### config.mk
export PLATFORM = sky130hd
export DESIGN_NAME = sha256_sha224_hasher
export DESIGN_NICKNAME = d
export VERILOG_FILES = /design/src/hdl/sha_pkg.sv /design/src/hdl/sha_buf.sv /design/src/hdl/sha_core.sv /design/src/hdl/sha256_sha224_hasher.sv
export VERILOG_INCLUDE_DIRS = /design/src /design/src/hdl
export SDC_FILE = /design/constraint.sdc
export NUM_CORES = 2
export LEC_CHECK = 0
export BUFFER_PORTS_ARGS = -buffer_cell sky130_fd_sc_hd__buf_2
export CAP_MARGIN = 15
export CORE_UTILIZATION = 50
export CTS_CLUSTER_SIZE = 12
export DETAILED_ROUTE_END_ITERATION = 7
export PLACE_DENSITY = 0.7
export REMOVE_ABC_BUFFERS = 1
export SKIP_LAST_GASP = 1
export SYNTH_ARGS = -nofsm -noshare
export SYNTH_HDL_FRONTEND = slang
export SYNTH_SLANG_ARGS = --single-unit
### constraint.sdc
create_clock -name clock -period 52.2 [get_ports clock]
set_clock_uncertainty 0.05 [all_clocks]
set_input_delay 2.61 -clock clock [delete_from_list [all_inputs] [get_ports clock]]
set_output_delay 2.61 -clock clock [all_outputs]
set_load 0.02 [all_outputs]
### src/hdl/sha256_sha224_hasher_defines.svh
// Assertion helpers used by the asserting file, sha256_sha224_hasher.sv.
`ifndef SHA256_SHA224_HASHER_DEFINES_SVH
`define SHA256_SHA224_HASHER_DEFINES_SVH

// Same-cycle implication, checked on every rising clock edge outside reset.
`define SHA_ASSERT_NOW(label, ante, cons, msg) \
   label: assert property (@(posedge clock) disable iff (reset) (ante) |-> (cons)) \
      else $error(msg);

// Next-cycle implication, checked on every rising clock edge outside reset.
`define SHA_ASSERT_NEXT(label, ante, cons, msg) \
   label: assert property (@(posedge clock) disable iff (reset) (ante) |=> (cons)) \
      else $error(msg);

`endif

### src/hdl/sha_pkg.sv
package sha_pkg;

   localparam logic [7:0] PAD_BYTE = 8'h80;
   localparam logic [5:0] LEN_POS  = 6'd56;
   localparam logic [5:0] FILL_TOP = 6'd63;
   localparam logic [2:0] LAST_IDX_256 = 3'd7;
   localparam logic [2:0] LAST_IDX_224 = 3'd6;
   localparam logic [3:0] LEN_HI_ADDR = 4'd14;
   localparam logic [3:0] LEN_LO_ADDR = 4'd15;

   localparam logic [31:0] ROUND_K [64] = '{
      32'h428A2F98, 32'h71374491, 32'hB5C0FBCF, 32'hE9B5DBA5,
      32'h3956C25B, 32'h59F111F1, 32'h923F82A4, 32'hAB1C5ED5,
      32'hD807AA98, 32'h12835B01, 32'h243185BE, 32'h550C7DC3,
      32'h72BE5D74, 32'h80DEB1FE, 32'h9BDC06A7, 32'hC19BF174,
      32'hE49B69C1, 32'hEFBE4786, 32'h0FC19DC6, 32'h240CA1CC,
      32'h2DE92C6F, 32'h4A7484AA, 32'h5CB0A9DC, 32'h76F988DA,
      32'h983E5152, 32'hA831C66D, 32'hB00327C8, 32'hBF597FC7,
      32'hC6E00BF3, 32'hD5A79147, 32'h06CA6351, 32'h14292967,
      32'h27B70A85, 32'h2E1B2138, 32'h4D2C6DFC, 32'h53380D13,
      32'h650A7354, 32'h766A0ABB, 32'h81C2C92E, 32'h92722C85,
      32'hA2BFE8A1, 32'hA81A664B, 32'hC24B8B70, 32'hC76C51A3,
      32'hD192E819, 32'hD6990624, 32'hF40E3585, 32'h106AA070,
      32'h19A4C116, 32'h1E376C08, 32'h2748774C, 32'h34B0BCB5,
      32'h391C0CB3, 32'h4ED8AA4A, 32'h5B9CCA4F, 32'h682E6FF3,
      32'h748F82EE, 32'h78A5636F, 32'h84C87814, 32'h8CC70208,
      32'h90BEFFFA, 32'hA4506CEB, 32'hBEF9A3F7, 32'hC67178F2
   };

   // Initial vectors, SHA-256 in entries 0 to 7 and SHA-224 in entries 8 to 15.
   localparam logic [31:0] INIT_VEC [16] = '{
      32'h6A09E667, 32'hBB67AE85, 32'h3C6EF372, 32'hA54FF53A,
      32'h510E527F, 32'h9B05688C, 32'h1F83D9AB, 32'h5BE0CD19,
      32'hC1059ED8, 32'h367CD507, 32'h3070DD17, 32'hF70E5939,
      32'hFFC00B31, 32'h68581511, 32'h64F98FA7, 32'hBEFA4FA4
   };

   typedef enum logic [3:0] {
      T_INIT, T_IDLE, T_BYTE, T_PAD, T_ZERO, T_LEN_HI, T_LEN_LO,
      T_COMP, T_OUT_RD, T_OUT_SHOW
   } top_state_type;

   typedef enum logic [2:0] {
      C_IDLE, C_INIT, C_LOAD, C_ROUND, C_FOLD
   } core_state_type;

   typedef struct packed {
      logic init;
      logic compress;
      logic mode;
   } core_cmd_type;

   typedef struct packed {
      logic busy;
      logic folding;
   } core_stat_type;

endpackage

### src/hdl/sha_buf.sv
module sha_buf (
   input  logic        clock,
   input  logic        wr_en,
   input  logic [3:0]  wr_addr,
   input  logic [3:0]  wr_be,
   input  logic [31:0] wr_data,
   input  logic [3:0]  rd_addr,
   output logic [31:0] rd_data
);

   logic [31:0] mem [16];
   logic [31:0] rd_data_ff;

   always_ff @(posedge clock) begin
      if (wr_en) begin
         for (int b = 0; b < 4; b++) begin
            if (wr_be[b]) begin
               mem[wr_addr][8*b +: 8] <= wr_data[8*b +: 8];
            end
         end
      end
      rd_data_ff <= mem[rd_addr];
   end

   assign rd_data = rd_data_ff;

endmodule

### src/hdl/sha_core.sv
module sha_core (
   input  logic                  clock,
   input  logic                  reset,
   input  sha_pkg::core_cmd_type cmd,
   input  logic [2:0]            ext_raddr,
   output logic [3:0]            buf_raddr,
   input  logic [31:0]           buf_rdata,
   output logic [31:0]           hash_rdata,
   output sha_pkg::core_stat_type stat
);

   function automatic logic [31:0] rotr(input logic [31:0] x, input int unsigned n);
      rotr = (x >> n) | (x << (32 - n));
   endfunction

   sha_pkg::core_state_type state_ff, state_in;
   logic [3:0]  cnt_ff, cnt_in;
   logic [5:0]  rnd_ff, rnd_in;
   logic        mode_ff;
   logic [31:0] v_ff [8];
   logic [31:0] w_ff [16];
   logic [31:0] hash_mem [8];
   logic [31:0] hash_rdata_ff;

   logic [2:0]  hash_raddr;
   logic        hash_we;
   logic [2:0]  hash_waddr;
   logic [31:0] hash_wdata;
   logic [2:0]  prev_idx;

   logic [31:0] w_cur, s0, s1, t1, t2;

   assign prev_idx = cnt_ff[2:0] - 3'd1;

   // Next state.
   always_comb begin
      state_in = state_ff;
      if (cmd.init) begin
         state_in = sha_pkg::C_INIT;
      end else begin
         unique case (state_ff)
            sha_pkg::C_IDLE:  if (cmd.compress) state_in = sha_pkg::C_LOAD;
            sha_pkg::C_INIT:  if (cnt_ff == 4'd7) state_in = sha_pkg::C_IDLE;
            sha_pkg::C_LOAD:  if (cnt_ff == 4'd8) state_in = sha_pkg::C_ROUND;
            sha_pkg::C_ROUND: if (rnd_ff == 6'd63) state_in = sha_pkg::C_FOLD;
            sha_pkg::C_FOLD:  if (cnt_ff == 4'd8) state_in = sha_pkg::C_IDLE;
            default:          state_in = sha_pkg::C_IDLE;
         endcase
      end
      cnt_in = (cmd.init || state_in != state_ff) ? 4'd0 : cnt_ff + 4'd1;
      rnd_in = (state_ff == sha_pkg::C_ROUND) ? rnd_ff + 6'd1 : 6'd0;
   end

   // Memory port control.
   always_comb begin
      hash_raddr = ext_raddr;
      hash_we    = 1'b0;
      hash_waddr = cnt_ff[2:0];
      hash_wdata = sha_pkg::INIT_VEC[{mode_ff, cnt_ff[2:0]}];
      buf_raddr  = 4'd0;
      unique case (state_ff)
         sha_pkg::C_IDLE: ;
         sha_pkg::C_INIT: hash_we = 1'b1;
         sha_pkg::C_LOAD: hash_raddr = cnt_ff[2:0];
         sha_pkg::C_ROUND: buf_raddr = rnd_ff[3:0] + 4'd1;
         sha_pkg::C_FOLD: begin
            hash_raddr = cnt_ff[2:0];
            hash_we    = (cnt_ff != 4'd0);
            hash_waddr = prev_idx;
            hash_wdata = hash_rdata_ff + v_ff[prev_idx];
         end
         default: ;
      endcase
   end

   // One round of the compression.
   always_comb begin
      s0 = rotr(w_ff[1], 7) ^ rotr(w_ff[1], 18) ^ (w_ff[1] >> 3);
      s1 = rotr(w_ff[14], 17) ^ rotr(w_ff[14], 19) ^ (w_ff[14] >> 10);
      w_cur = (rnd_ff < 6'd16) ? buf_rdata : w_ff[0] + s0 + w_ff[9] + s1;
      t1 = v_ff[7] + (rotr(v_ff[4], 6) ^ rotr(v_ff[4], 11) ^ rotr(v_ff[4], 25))
         + ((v_ff[4] & v_ff[5]) ^ (~v_ff[4] & v_ff[6])) + sha_pkg::ROUND_K[rnd_ff] + w_cur;
      t2 = (rotr(v_ff[0], 2) ^ rotr(v_ff[0], 13) ^ rotr(v_ff[0], 22))
         + ((v_ff[0] & v_ff[1]) ^ (v_ff[0] & v_ff[2]) ^ (v_ff[1] & v_ff[2]));
   end

   always_ff @(posedge clock) begin
      if (reset) begin
         state_ff <= sha_pkg::C_INIT;
         cnt_ff   <= 4'd0;
         rnd_ff   <= 6'd0;
         mode_ff  <= 1'b0;
      end else begin
         state_ff <= state_in;
         cnt_ff   <= cnt_in;
         rnd_ff   <= rnd_in;
         if (cmd.init) begin
            mode_ff <= cmd.mode;
         end
      end
   end

   always_ff @(posedge clock) begin
      if (hash_we) begin
         hash_mem[hash_waddr] <= hash_wdata;
      end
      hash_rdata_ff <= hash_mem[hash_raddr];
   end

   always_ff @(posedge clock) begin
      if (state_ff == sha_pkg::C_LOAD && cnt_ff != 4'd0) begin
         v_ff[prev_idx] <= hash_rdata_ff;
      end else if (state_ff == sha_pkg::C_ROUND) begin
         v_ff[7] <= v_ff[6];
         v_ff[6] <= v_ff[5];
         v_ff[5] <= v_ff[4];
         v_ff[4] <= v_ff[3] + t1;
         v_ff[3] <= v_ff[2];
         v_ff[2] <= v_ff[1];
         v_ff[1] <= v_ff[0];
         v_ff[0] <= t1 + t2;
      end
      if (state_ff == sha_pkg::C_ROUND) begin
         for (int i = 0; i < 15; i++) begin
            w_ff[i] <= w_ff[i + 1];
         end
         w_ff[15] <= w_cur;
      end
   end

   assign hash_rdata   = hash_rdata_ff;
   assign stat.busy    = (state_ff != sha_pkg::C_IDLE);
   assign stat.folding = (state_ff == sha_pkg::C_FOLD);

endmodule

### src/hdl/sha256_sha224_hasher.sv
//  Channel   Direction  Handshake            Payload
//  req_      in         req_valid/req_ready  data_word, valid_bytes, end_of_message
//  rsp_      out        rsp_valid/rsp_ready  digest_word, word_index, status, last_word
//  csr_      in         csr_wr_en            digest_mode (csr_wr_data)
//
//  An item is taken in T_IDLE; T_BYTE writes its valid bytes at one byte a cycle, except
//  during a block compression, then finishes. A full block holds the input while the core
//  loads, runs its rounds and folds, until T_COMP resumes. The final item adds padding, also
//  at one byte a cycle outside compressions, one or two compressions and each digest word
//  read out of the hash memory. Reset is synchronous and active high; the initial vector then
//  loads before req_ready rises, as after a configuration write or the last digest word.
`include "sha256_sha224_hasher_defines.svh"

module sha256_sha224_hasher (
   input  logic        clock,
   input  logic        reset,
   input  logic        req_valid,
   output logic        req_ready,
   input  logic [31:0] req_data_word,
   input  logic [2:0]  req_valid_bytes,
   input  logic        req_end_of_message,
   output logic        rsp_valid,
   input  logic        rsp_ready,
   output logic [31:0] rsp_digest_word,
   output logic [2:0]  rsp_word_index,
   output logic        rsp_status,
   output logic        rsp_last_word,
   input  logic        csr_wr_en,
   input  logic        csr_wr_data
);

   sha_pkg::top_state_type state_ff, state_in, ret_ff, ret_in;
   logic [5:0]  fill_ff, fill_in;
   logic [60:0] len_ff, len_in;
   logic        ovf_ff, ovf_in;
   logic        mode_ff;
   logic [31:0] data_ff, data_in;
   logic [2:0]  left_ff, left_in;
   logic        eom_ff, eom_in;
   logic [2:0]  idx_ff, idx_in;

   logic        req_xfer, rsp_xfer, last_idx;
   logic [2:0]  n_clamp;
   logic [61:0] len_sum;

   sha_pkg::core_cmd_type  cmd;
   sha_pkg::core_stat_type core_stat;
   logic [3:0]  buf_raddr;
   logic [31:0] buf_rdata;
   logic [31:0] hash_rdata;
   logic        buf_we;
   logic [3:0]  buf_waddr, buf_be;
   logic [31:0] buf_wdata;

   assign req_xfer = req_valid && req_ready;
   assign rsp_xfer = rsp_valid && rsp_ready;
   assign last_idx = (idx_ff == (mode_ff ? sha_pkg::LAST_IDX_224 : sha_pkg::LAST_IDX_256));
   assign n_clamp  = (req_valid_bytes > 3'd4) ? 3'd4 : req_valid_bytes;
   assign len_sum  = {1'b0, len_ff} + {59'd0, n_clamp};

   // Next state.
   always_comb begin
      state_in = state_ff;
      ret_in   = ret_ff;
      priority if (csr_wr_en) begin
         state_in = sha_pkg::T_INIT;
      end else begin
         unique case (state_ff)
            sha_pkg::T_INIT: if (!core_stat.busy) state_in = sha_pkg::T_IDLE;
            sha_pkg::T_IDLE: if (req_xfer) state_in = sha_pkg::T_BYTE;
            sha_pkg::T_BYTE: begin
               if (left_ff != 3'd0) begin
                  if (fill_ff == sha_pkg::FILL_TOP) begin
                     state_in = sha_pkg::T_COMP;
                     ret_in   = sha_pkg::T_BYTE;
                  end
               end else begin
                  state_in = eom_ff ? sha_pkg::T_PAD : sha_pkg::T_IDLE;
               end
            end
            sha_pkg::T_PAD: begin
               state_in = sha_pkg::T_ZERO;
               if (fill_ff == sha_pkg::FILL_TOP) begin
                  state_in = sha_pkg::T_COMP;
                  ret_in   = sha_pkg::T_ZERO;
               end
            end
            sha_pkg::T_ZERO: begin
               if (fill_ff == sha_pkg::LEN_POS) begin
                  state_in = sha_pkg::T_LEN_HI;
               end else if (fill_ff == sha_pkg::FILL_TOP) begin
                  state_in = sha_pkg::T_COMP;
                  ret_in   = sha_pkg::T_ZERO;
               end
            end
            sha_pkg::T_LEN_HI: state_in = sha_pkg::T_LEN_LO;
            sha_pkg::T_LEN_LO: begin
               state_in = sha_pkg::T_COMP;
               ret_in   = sha_pkg::T_OUT_RD;
            end
            sha_pkg::T_COMP: if (!core_stat.busy) state_in = ret_ff;
            sha_pkg::T_OUT_RD: state_in = sha_pkg::T_OUT_SHOW;
            sha_pkg::T_OUT_SHOW: begin
               if (rsp_xfer) begin
                  state_in = last_idx ? sha_pkg::T_INIT : sha_pkg::T_OUT_RD;
               end
            end
            default: state_in = sha_pkg::T_INIT;
         endcase
      end
   end

   // Outputs and datapath next values.
   always_comb begin
      req_ready    = (state_ff == sha_pkg::T_IDLE);
      rsp_valid    = (state_ff == sha_pkg::T_OUT_SHOW);
      cmd.init     = csr_wr_en || (rsp_xfer && last_idx);
      cmd.compress = (state_in == sha_pkg::T_COMP) && (state_ff != sha_pkg::T_COMP);
      cmd.mode     = csr_wr_en ? csr_wr_data : mode_ff;
      buf_we       = 1'b0;
      buf_waddr    = fill_ff[5:2];
      buf_be       = 4'b1000 >> fill_ff[1:0];
      buf_wdata    = {4{8'h00}};
      fill_in      = fill_ff;
      len_in       = len_ff;
      ovf_in       = ovf_ff;
      data_in      = data_ff;
      left_in      = left_ff;
      eom_in       = eom_ff;
      idx_in       = idx_ff;
      unique case (state_ff)
         sha_pkg::T_IDLE: begin
            if (req_xfer) begin
               data_in = req_data_word;
               eom_in  = req_end_of_message;
               idx_in  = 3'd0;
               // A transfer that would push the length past its limit is dropped.
               if (len_sum[61]) begin
                  ovf_in  = 1'b1;
                  left_in = 3'd0;
               end else begin
                  left_in = n_clamp;
               end
            end
         end
         sha_pkg::T_BYTE: begin
            if (left_ff != 3'd0) begin
               buf_we    = 1'b1;
               buf_wdata = {4{data_ff[31:24]}};
               fill_in   = fill_ff + 6'd1;
               data_in   = {data_ff[23:0], 8'h00};
               left_in   = left_ff - 3'd1;
               len_in    = len_ff + 61'd1;
            end
         end
         sha_pkg::T_PAD: begin
            buf_we    = 1'b1;
            buf_wdata = {4{sha_pkg::PAD_BYTE}};
            fill_in   = fill_ff + 6'd1;
         end
         sha_pkg::T_ZERO: begin
            if (fill_ff != sha_pkg::LEN_POS) begin
               buf_we  = 1'b1;
               fill_in = fill_ff + 6'd1;
            end
         end
         sha_pkg::T_LEN_HI: begin
            buf_we    = 1'b1;
            buf_waddr = sha_pkg::LEN_HI_ADDR;
            buf_be    = 4'b1111;
            buf_wdata = len_ff[60:29];
         end
         sha_pkg::T_LEN_LO: begin
            buf_we    = 1'b1;
            buf_waddr = sha_pkg::LEN_LO_ADDR;
            buf_be    = 4'b1111;
            buf_wdata = {len_ff[28:0], 3'b000};
            fill_in   = 6'd0;
         end
         sha_pkg::T_OUT_SHOW: begin
            if (rsp_xfer) begin
               idx_in = idx_ff + 3'd1;
               if (last_idx) begin
                  fill_in = 6'd0;
                  len_in  = 61'd0;
               end
            end
         end
         sha_pkg::T_INIT, sha_pkg::T_COMP, sha_pkg::T_OUT_RD: ;
         default: ;
      endcase
      // A configuration write restarts the message.
      if (csr_wr_en) begin
         fill_in = 6'd0;
         len_in  = 61'd0;
      end
   end

   always_ff @(posedge clock) begin
      if (reset) begin
         state_ff <= sha_pkg::T_INIT;
         ret_ff   <= sha_pkg::T_IDLE;
         fill_ff  <= 6'd0;
         len_ff   <= 61'd0;
         ovf_ff   <= 1'b0;
         mode_ff  <= 1'b0;
         left_ff  <= 3'd0;
         eom_ff   <= 1'b0;
         idx_ff   <= 3'd0;
      end else begin
         state_ff <= state_in;
         ret_ff   <= ret_in;
         fill_ff  <= fill_in;
         len_ff   <= len_in;
         ovf_ff   <= ovf_in;
         left_ff  <= left_in;
         eom_ff   <= eom_in;
         idx_ff   <= idx_in;
         if (csr_wr_en) begin
            mode_ff <= csr_wr_data;
         end
      end
   end

   always_ff @(posedge clock) begin
      data_ff <= data_in;
   end

   sha_buf u_buf (
      .clock   (clock),
      .wr_en   (buf_we),
      .wr_addr (buf_waddr),
      .wr_be   (buf_be),
      .wr_data (buf_wdata),
      .rd_addr (buf_raddr),
      .rd_data (buf_rdata)
   );

   sha_core u_core (
      .clock      (clock),
      .reset      (reset),
      .cmd        (cmd),
      .ext_raddr  (idx_ff),
      .buf_raddr  (buf_raddr),
      .buf_rdata  (buf_rdata),
      .hash_rdata (hash_rdata),
      .stat       (core_stat)
   );

   // The hash memory read register is the output register of the result channel.
   assign rsp_digest_word = hash_rdata;
   assign rsp_word_index  = idx_ff;
   assign rsp_status      = ovf_ff;
   assign rsp_last_word   = last_idx;

   `SHA_ASSERT_NOW(a_rsp_core_quiet, rsp_valid, !core_stat.busy, "digest shown while core busy")
   `SHA_ASSERT_NOW(a_len_pos, state_ff == sha_pkg::T_LEN_HI, fill_ff == sha_pkg::LEN_POS, "length written at wrong fill")
   `SHA_ASSERT_NEXT(a_ovf_sticky, ovf_ff, ovf_ff, "overflow flag cleared")
   `SHA_ASSERT_NOW(a_last_idx, rsp_valid && rsp_last_word, rsp_word_index == 3'd6 || rsp_word_index == 3'd7, "last word at wrong index")
   `SHA_ASSERT_NOW(a_fold_no_buf_write, core_stat.folding, !buf_we, "block buffer written during fold")

endmodule
==> PnR_summary.wiki <==
{| class="wikitable"
! Metric !! Value
|-
| Proportion of power drawn by the clock network || between 40% and 50%
|-
| Final wirelength || between 200 and 250 mm
|-
| Maximum number of pins on one net before global-route repair || 208
|-
| Maximum fanout along the worst path || 44
|-
| Final worst path period need || 10910 ps
|-
| Cell count after synthesis || 6435
|-
| Yosys warning total || 0
|-
| Count of standard-cell rows || 149
|-
| Switching part of the total power || 22.01%
|-
| Adder and majority cell fraction of the synthesized area || under 10%
|-
| Clock net sink count || 1730
|-
| Multiplexer share of the synthesized area || about 5.4%
|-
| Global route overflow || 0
|-
| Number of setup violations in the final report || 0
|-
| Leakage dissipation || roughly 33 nW
|-
| Setup repair bufs after CTS || 0
|-
| Cell area after synthesis || 0.08336 mm^2
|-
| Switching component of the power || 633.3 uW
|-
| Vias per Instance || about 6.2
|-
| Hold Path Depth || 0
|-
| Fraction of power consumed by combinational cells || around 4.5%
|-
| Upper clock frequency limit || 91.70 MHz
|-
| Insertion delay of the later-clocked pin in the worst-skew pair || 850 ps
|-
| Top-Level Pins || between 80 and 90
|-
| Vias || 53700
|-
| Via count of the first global-routing pass || just over 50000
|-
| Leading cell type in the layout, fill and taps excluded || sky130_fd_sc_hd__edfxtp_1
|-
| Buffer levels on the longest clock path || 3
|-
| Average instance area after synthesis || 12.95 um^2
|-
| Transition at the pin with the smallest max-transition slack || 1219 ps
|-
| Number of nets in the layout || 6835
|-
| Basic-gate share of the synthesized area counting and, or, nand and nor cells || 7.653%
|-
| EDFF count, synth || 1568
|-
| Worst setup path class || reg2reg
|-
| Startpoint type of the worst setup path || flip-flop
|-
| Commonest non-fill, non-tap cells in the layout || sky130_fd_sc_hd__edfxtp_1 (1568), sky130_fd_sc_hd__nand2_1 (682), sky130_fd_sc_hd__inv_1 (345), sky130_fd_sc_hd__nor2_1 (321), sky130_fd_sc_hd__o21ai_0 (307)
|-
| Endpoint kind of the worst setup timing path || flip-flop
|-
| Worst vdd rail ir drop || 37.50 uV
|-
| Hold Crit Class || reg2reg
|-
| Required time reported for the critical path endpoint || around 53000 ps
|-
| Sequential cell area fraction in the yosys report || between 60% and 70%
|-
| Antenna violations before repair || 7
|-
| Port bufs || 80
|-
| Unrepaired setup endpoints after global routing || no
|-
| Worst setup slack after placement || 41540 ps
|-
| Headroom to the max-slew limit || around 18%
|-
| R2r worst-path depth || 34
|-
| Wire length of the first global-routing pass || 349.9 mm
|-
| Final count of pins violating max slew || 0
|-
| Parity-gate share of the synthesized area counting xor and xnor cells || 4.831%
|-
| Max-cap viol count || 0
|-
| Number of buffers created by CTS || 180
|-
| Vert. Die Dim || 410.3 um
|-
| Arr. time, crit path || 11430 ps
|-
| Library cell contributing the largest single delay on the critical path || sky130_fd_sc_hd__ha_4
|-
| Fraction of layout instances using a drive strength above 1 || 10.96%
|-
| Proportion of register bits with asynchronous set or reset after synthesis || 0%
|-
| Number of hold buffers added after CTS || 0
|-
| Sequential power share || 52.8%
|-
| Placer congestion estimate || 1.003
|-
| Dominant combinational cell family by area after synthesis || compound AO/OA/AOI/OAI gates
|-
| CTS Root Buffer Type || sky130_fd_sc_hd__clkbuf_16
|-
| Layout area overhead || 9.895%
|-
| Wirelength per Cell || 27.53 um
|-
| Global router's overall resource usage || 28.26%
|-
| Primary FF master, synth || sky130_fd_sc_hd__edfxtp_1
|-
| Number of storage elements in the synthesis netlist || between 1500 and 2000
|-
| Cell Int Power || around 2.2 mW
|-
| Antenna diode count || 0
|-
| Biggest cell delay along the critical path || between 800 and 900 ps
|-
| Effective utilization at floorplan || 50.47%
|-
| Clock-pin slew reported for the worst setup and hold paths after clock tree synthesis || ~70 ps
|-
| Distinct cell type count of the synthesized netlist || 103
|-
| Result of the run || completed
|-
| Total negative slack for setup checks || 0 ps
|-
| Clock tree from TritonCTS || built
|-
| Gates resized, CTS repair || 0
|-
| Area of the die || 0.1684 mm^2
|-
| DRC errors left || 0
|-
| Antenna Nets Post-Route || 0
|-
| Horizontal die dimension || 410.3 um
|-
| Number of DRC markers in iteration 0 || 7125
|-
| Detailed placer's ending HPWL || between 150 and 200 mm
|-
| Min setup slack post-route || 41290 ps
|-
| DRT Pass-1 Iters || 8
|-
| Share of the clock period used by the worst path || 20.89%
|-
| Fin. Hold Viols || 0
|-
| Number of H-tree levels || 4
|-
| Power per standard cell area || 31.41 mW/mm^2
|-
| Compound-gate portion of the synthesized area || 10.87%
|-
| Floorplan Core Area || 0.1652 mm^2
|}
## Yosys cell counts, types with 22 or more instances
| cell | n | area share, % |
|---|---|---|
| sky130_fd_sc_hd__edfxtp_1 | 1568 | 56 |
| sky130_fd_sc_hd__nand2_1 | 685 | 3.1 |
| sky130_fd_sc_hd__inv_1 | 346 | 1.6 |
| sky130_fd_sc_hd__nor2_1 | 336 | 1.5 |
| sky130_fd_sc_hd__clkbuf_1 | 321 | 1.4 |
| sky130_fd_sc_hd__o21ai_0 | 312 | 1.9 |
| sky130_fd_sc_hd__xnor2_1 | 299 | 3.1 |
| sky130_fd_sc_hd__a21oi_1 | 242 | 1.5 |
| sky130_fd_sc_hd__ha_1 | 194 | 2.9 |
| sky130_fd_sc_hd__fa_1 | 188 | 4.5 |
| sky130_fd_sc_hd__a22oi_1 | 169 | 1.5 |
| sky130_fd_sc_hd__mux2_2 | 166 | 2.2 |
| sky130_fd_sc_hd__dfxtp_1 | 162 | 3.9 |
| sky130_fd_sc_hd__xor2_1 | 159 | 1.7 |
| sky130_fd_sc_hd__a21o_1 | 125 | 1.1 |
| sky130_fd_sc_hd__mux2i_1 | 104 | 1.2 |
| sky130_fd_sc_hd__a31oi_1 | 94 | 0.71 |
| sky130_fd_sc_hd__nand3_1 | 88 | 0.53 |
| sky130_fd_sc_hd__mux4_2 | 69 | 1.9 |
| sky130_fd_sc_hd__a221oi_1 | 67 | 0.70 |
| sky130_fd_sc_hd__nor3_1 | 59 | 0.35 |
| sky130_fd_sc_hd__nand4_1 | 55 | 0.41 |
| sky130_fd_sc_hd__buf_1 | 38 | 0.17 |
| sky130_fd_sc_hd__nand2b_1 | 35 | 0.26 |
| sky130_fd_sc_hd__and2_1 | 33 | 0.25 |
| sky130_fd_sc_hd__a22o_1 | 32 | 0.34 |
| sky130_fd_sc_hd__o32ai_1 | 32 | 0.34 |
| sky130_fd_sc_hd__a221o_1 | 29 | 0.35 |
| sky130_fd_sc_hd__and3_1 | 27 | 0.20 |
| sky130_fd_sc_hd__a211oi_1 | 26 | 0.23 |
| sky130_fd_sc_hd__nor2b_1 | 24 | 0.18 |
| sky130_fd_sc_hd__o21a_1 | 24 | 0.22 |
| sky130_fd_sc_hd__o211ai_1 | 23 | 0.21 |
| sky130_fd_sc_hd__o21bai_1 | 23 | 0.21 |
| sky130_fd_sc_hd__o31ai_1 | 22 | 0.20 |
## final timing paths
check	slack [ps]	from	to
setup / recovery	41290	u_core.rnd_ff[0]	u_core.v_ff[0][30]
hold / removal	350	u_core.w_ff[0][184]	u_core.w_ff[0][152]
setup reg to reg	41290	u_core.rnd_ff[0]	u_core.v_ff[0][30]
hold reg to reg	350	u_core.w_ff[0][184]	u_core.w_ff[0][152]
## worst max-delay path: cells and delay by family (launching register included)
family,cells,cell delay (ps)
buffers and inverters,6,680
XOR/XNOR,2,410
flip-flops,1,440
AND/OR/NAND/NOR,4,710
AO/OA/AOI/OAI,14,4450
adder cells (fa/ha/maj),8,3930
## metal layers
metal | global-route usage, % | share of wire (%) | up-vias
li1 | - | - | 23620
met3 | 6.548 | 9.8 | 424
met5 | 0 | 0.029 | -
met2 | 42.69 | 45 | 2747
met1 | 40.08 | 42 | 26900
met4 | 9.862 | 3.5 | 10
## flip-flops by register name, indices dropped and copies added (netlist names), 3 cells and up
register and cells:
u_core.cnt_ff 4, u_buf.rd_data 32, state_ff 4, rsp_word_index 3
u_core.hash_mem 256, u_buf.mem 512, ret_ff 4, u_core.w_ff 512
data_ff 32, left_ff 3, u_core.hash_rdata 32, u_core.state_ff 3
u_core.rnd_ff 6, fill_ff 6, u_core.v_ff 256, len_ff 61
## through the flow
step / area (um^2) / total power [mW] / cells / util (%) / hold WS (ps)
detailed placement: 86040 / 1.673 / 8416 / 52.09 / 354.5
CTS: 91600 / 2.890 / 8728 / 55.45 / 356.7
finish: 91610 / 2.878 / 8730 / 55.46 / 351.8
floorplan: 81960 / 1.622 / 6065 / - / 350.3
global route: 91610 / 2.952 / 8730 / 55.46 / 364.7
global placement: 86040 / 1.670 / 8416 / 52.09 / 350.2
## power by group through the flow
stage          Combinational [mW]  Sequential [mW]  Clock [mW]
6_report                    0.129             1.52        1.23
3_3_place_gp                0.122             1.55           0
2_1_floorplan              0.0748             1.55           0
3_5_place_dp                0.125             1.55           0
4_1_cts                     0.125             1.52        1.25
5_1_grt                     0.138             1.52        1.30
## cell families (layout without fill, tap and decap cells)
logic type,Yosys count,in the layout
simple gates,1430,1430
xor+xnor,459,459
buf+inv,720,826
flops,1730,1730
fa+ha+maj,401,401
compound gates,1356,1356
mux,339,339
## layout make-up
cell class,instances,area [um^2]
clock buffers,252,4917
clock inverters,60,643.1
fillers,13460,73560
inverters,350,1321
multi-input cells,3985,30610
flip-flops and latches,1730,50340
well taps,2189,2739
repair buffers,164,1044
(Power assumes the default switching activity.)
